--- config.mk ---
export PLATFORM = sky130hd
export DESIGN_NAME = fcw_front
export DESIGN_NICKNAME = d
export VERILOG_FILES = /design/src/sv/fcw_pkg.sv /design/src/sv/fcw_front.sv
export SDC_FILE = /design/constraint.sdc
export NUM_CORES = 1
export LEC_CHECK = 0
export BUFFER_PORTS_ARGS = -buffer_cell sky130_fd_sc_hd__buf_4
export CAP_MARGIN = 20
export CORE_ASPECT_RATIO = 1.5
export CORE_MARGIN = 2
export CORE_UTILIZATION = 25
export CTS_BUF_LIST = sky130_fd_sc_hd__clkbuf_4 sky130_fd_sc_hd__clkbuf_8
export DETAILED_ROUTE_END_ITERATION = 16
export GPL_TIMING_DRIVEN = 0
export PLACE_DENSITY = 0.48
export RECOVER_POWER = 50
export SLEW_MARGIN = 20
export SYNTH_ARGS = -nofsm -noshare
export SYNTH_HDL_FRONTEND = slang
export SYNTH_SLANG_ARGS = --single-unit
--- constraint.sdc ---
create_clock -name clk -period 5.4 [get_ports clk]
set_input_delay 0.54 -clock clk [delete_from_list [all_inputs] [get_ports clk]]
set_output_delay 0.54 -clock clk [all_outputs]
set_load 0.02 [all_outputs]
--- src/sv/fcw_pkg.sv ---
// ----------------------------------------------------------------------------
// fcw_pkg
// shared types, codes and entry helpers for the fat cluster chain walker
// ----------------------------------------------------------------------------
package fcw_pkg;

    typedef enum logic
    {
        CMD_LOAD = 1'b0,
        CMD_WALK = 1'b1
    } cmd_kind_t;

    // value is the load address for a load, the start cluster for a walk
    typedef struct packed
    {
        cmd_kind_t   kind;
        logic [15:0] value;
        logic [7:0]  data;
    } cmd_t;

    typedef logic [1:0] status_t;

    localparam status_t STATUS_OK    = 2'd0;
    localparam status_t STATUS_OOB   = 2'd1;
    localparam status_t STATUS_TRUNC = 2'd2;

    typedef enum logic [1:0]
    {
        BK_IDLE,
        BK_READ,
        BK_EVAL
    } back_state_t;

    localparam int          OFF_W    = 18;
    localparam logic [15:0] END16    = 16'hFFF8;
    localparam logic [11:0] END12    = 12'hFF8;
    localparam int          QDEPTH   = 2;

    function automatic logic is_end(input logic [15:0] v, input logic sixteen);
        logic r;
        if (sixteen)
        begin
            r = (v >= END16);
        end
        else
        begin
            r = (v[11:0] >= END12);
        end
        return r;
    endfunction

    function automatic logic [15:0] entry_value(input logic [15:0] w,
                                                input logic odd,
                                                input logic sixteen);
        logic [15:0] r;
        if (sixteen)
        begin
            r = w;
        end
        else if (odd)
        begin
            r = {4'b0000, w[15:4]};
        end
        else
        begin
            r = {4'b0000, w[11:0]};
        end
        return r;
    endfunction

    function automatic logic [OFF_W-1:0] entry_offset(input logic [15:0] n,
                                                      input logic sixteen);
        logic [OFF_W-1:0] r;
        if (sixteen)
        begin
            r = OFF_W'({n, 1'b0});
        end
        else
        begin
            r = OFF_W'(n) + OFF_W'(n[15:1]);
        end
        return r;
    endfunction

endpackage

--- src/sv/fcw_front.sv ---
// ----------------------------------------------------------------------------
// fcw_front
// accepts input transfers, classifies them into commands, short command queue
// ----------------------------------------------------------------------------
module fcw_front
(
    input  logic          clk,
    input  logic          rst_n,
    input  logic          s_valid,
    output logic          s_ready,
    input  logic          s_op,
    input  logic [39:0]   s_data,
    output logic          cmd_valid,
    input  logic          cmd_ready,
    output fcw_pkg::cmd_t cmd
);
    import fcw_pkg::*;

    localparam int PW = (QDEPTH > 1) ? $clog2(QDEPTH) : 1;
    localparam int CW = $clog2(QDEPTH + 1);

    cmd_t          q_reg [QDEPTH];
    logic [PW-1:0] wr_ptr_reg;
    logic [PW-1:0] wr_ptr_next;
    logic [PW-1:0] rd_ptr_reg;
    logic [PW-1:0] rd_ptr_next;
    logic [CW-1:0] count_reg;
    logic [CW-1:0] count_next;
    logic          push;
    logic          pop;
    cmd_t          in_cmd;

    // classify: a walk carries its start cluster, a load its address and byte
    always_comb
    begin
        in_cmd.kind = cmd_kind_t'(s_op);
        in_cmd.data = s_data[23:16];
        if (s_op == CMD_WALK)
        begin
            in_cmd.value = s_data[39:24];
        end
        else
        begin
            in_cmd.value = s_data[15:0];
        end
    end

    assign s_ready   = (count_reg != CW'(QDEPTH));
    assign cmd_valid = (count_reg != '0);
    assign cmd       = q_reg[rd_ptr_reg];
    assign push      = s_valid && s_ready;
    assign pop       = cmd_valid && cmd_ready;

    always_comb
    begin
        wr_ptr_next = wr_ptr_reg;
        rd_ptr_next = rd_ptr_reg;
        count_next  = count_reg;
        if (push)
        begin
            wr_ptr_next = (wr_ptr_reg == PW'(QDEPTH - 1)) ? '0 : wr_ptr_reg + 1'b1;
        end
        if (pop)
        begin
            rd_ptr_next = (rd_ptr_reg == PW'(QDEPTH - 1)) ? '0 : rd_ptr_reg + 1'b1;
        end
        if (push && !pop)
        begin
            count_next = count_reg + 1'b1;
        end
        else if (pop && !push)
        begin
            count_next = count_reg - 1'b1;
        end
    end

    always_ff @(posedge clk or negedge rst_n)
    begin
        if (!rst_n)
        begin
            wr_ptr_reg <= '0;
            rd_ptr_reg <= '0;
            count_reg  <= '0;
        end
        else
        begin
            wr_ptr_reg <= wr_ptr_next;
            rd_ptr_reg <= rd_ptr_next;
            count_reg  <= count_next;
        end
    end

    always_ff @(posedge clk)
    begin
        if (push)
        begin
            q_reg[wr_ptr_reg] <= in_cmd;
        end
    end

endmodule

==> impl_results.md <==
- DP HPWL: 3150 µm
- DIE WIDTH: 83.1 µm
- Yosys top cell by area: edfxtp_1
- Vias in the first global route: 1327
- Status: finished, final reports clean
- Fmax: 458 MHz
- Final hold violations: 0
- RR Startpoint: count_reg[0]
- # rows: 43
- Final cell count without fillers: 306
- Tcrit/Tclk final: 40.4%
- Synth Area in XOR/XNOR: 1.87%
- Number of I/O pins: 72
- Synth warnings: 0
- Drt pass-1 iters: 4
- Clock root cell: clkbuf_8
- Largest net degree at the start of global routing: 26
- Fraction of layout cells with a size suffix above 1: 54.1%
- CTS clk-pin slew, worst paths: 0.09 ns
- CTS Buf Count: 5
- RSZ-0062 raised after global routing: no
- PD cells: 487 nW/µm²
- DRC viols: 0
- Total power: 0.00149 W
- Peak VDD IR: 0.000162 V
- Reg2Reg Depth: 4
- Top cell type's share of synthesized area: 64.1%
- Worst hold path startpoint: s_data[18]
- Die Span Y: 123 µm
- #FFs+latches synth: 54
- Hold Path Class: in2reg
- Tmin final: 2.18 ns
- Synth area leaders: edfxtp_1 (64%), mux2_4 (19%), mux2_2 (5.8%)
- Initial antenna violation count: 0
- WL/cell: 13.9 µm
- Leakage: 1.22 nW
- Post-synthesis sequential area ratio: 68.3%
- Layout Nets: 240
- Clk sinks: 54
- Post-synthesis mux area share: 24.3%
- Post-Syn Area per Cell: 20.6 µm²
- Post-Synthesis Cell Area: 2340 µm²
- Setup CP Type: reg2reg
- Final Core Density: 33.3%
- Total track usage: 8.71%
- Synth cell count leaders: edfxtp_1 (50), mux2_4 (29), mux2_2 (12), dfrtp_1 (4), xnor2_1 (3)
- Post-synth EDFFs: 50
- Clock Tree Buf Depth: 2
- Slew Limit Fails: 0
- Via count: 1235
- Filler cell count: 900
- Slew headroom: 12.5%
- Tightest Pin Transition: 1.31 ns
- CTS tree: built
- Number of diodes: 0
- # port buffers: 71
- Clock Latency Late Sink: 0.30 ns
- First-pass GRT wire length: 6560 µm
- Asr flop ratio synth: 7.41%
- CP required: 5.42 ns
- Final worst hold slack: 0.447 ns
- Worst reg2reg setup slack: 3.22 ns
- Die area: 10200 µm²
- DR vias/cell: 4.04
- Max_cap viols: 0
- Most common cell in the netlist: edfxtp_1
- Reg-to-reg endpoint: q_reg[0][17]
- CTS H-tree depth: 2
- Area Overhead vs Synth: 30.9%
- Worst hold endpoint: q_reg[1][2]
- Compound-cell area share of the yosys netlist: 0%
- Final setup skew: 0.00474 ns
- Post-Syn Instances: 114
- Cells after DPL: 298
- Max FO, Critical Path: 14
- Min-Delay Path Depth: 1
- Worst EP arrival: 2.20 ns
- Cells resized by post-CTS repair: 0
- Setup TNS: 0 ns
- Routability cong.: 0.609
- Adder-Cell Fraction of Synth Area: 0.534%
- Yosys cell types: 16
- Final WL: 4270 µm
- Setup crit end kind: register
- Setup crit start kind: register
- Congestion Overflow GR: 0
- DR iter-0 viols: 30
- Number of flip-flops in the largest register: 50
- Core Area: 9200 µm²
- Final Setup Violations: 0
- Largest family of logic cells by synthesized area: multiplexers
- Initial Util: 25.5%
- Syn Nets: 160
- Routed Antenna Nets: 0
- Simple-Gate Fraction of Synth Area: 1.44%
- Synth Flop Type: edfxtp_1
-- worst max-delay path: stages (launching register included) --
cell and delay, ns:
dfrtp_1 0.41, nand2b_1 0.16, nand2_1 0.10, nor2_1 0.99, buf_16 0.24
-- per-layer routing --
layer | global-route usage, % | wire, µm
met4 | 5.23 | 113
met5 | 0 | 0
met2 | 16.2 | 2410
met1 | 8.52 | 1570
met3 | 2.49 | 170
-- worst max-delay path by stage --
stage | start | to | slack, ns | cells after the start
global route | count_reg[0] | q_reg[0][17] | 3.04 | 4
detailed placement | s_valid | q_reg[0][16] | 3.72 | 4
CTS | rd_ptr_reg | cmd[22] | 3.38 | 4
floorplan | count_reg[0] | q_reg[0][0] | 3.13 | 3
finish | count_reg[0] | q_reg[0][17] | 3.22 | 4
global placement | s_valid | q_reg[0][16] | 2.41 | 3
-- area by class of cell --
cell class                 instances  area, µm²  share of cell area (%)
sequential                        54       1600                    52.2
multi-input combinational         54        624                    20.4
timing repair buffer              73        556                    18.1
tap                              112        140                    4.57
clock buffer                       7       83.8                    2.73
buffer                             5       58.8                    1.92
inverter                           1       3.75                   0.122
-- report_power, final --
part	switching [W]	internal (W)	total, W
combinational	0.000327	0.000341	0.000669
clock	0.000118	0.0000996	0.000218
sequential	0.0000283	0.000579	0.000607
total	0.000474	0.00102	0.00149
-- placed cells by master (no fill, tap or decap), drive strengths merged, types with 2 or more instances in the layout --
cell type / n
xor2: 2
dfrtp: 4
xnor2: 3
buf: 65
mux2: 41
nor2: 2
edfxtp: 50
clkbuf: 19
nand2: 2
-- through the flow --
step | area [µm²] | setup WS, ns
global route | 3070 | 3.04
floorplan | 2340 | 3.13
CTS | 3150 | 3.38
global placement | 3020 | 2.41
finish | 3070 | 3.22
detailed placement | 3050 | 3.72
-- logic make-up after synthesis --
| group | count (synthesis) |
|---|---|
| mux | 41 |
| flops | 54 |
| xor+xnor | 5 |
| buf+inv | 6 |
| fa+ha+maj | 1 |
| simple gates | 7 |
-- repair_timing --
item | in CTS | in global routing
setup buffers | 0 | 0
hold endpoints to repair | 4 | 0
hold buffers | 1 | 0
Note: power is estimated with default switching activity, not from simulation.
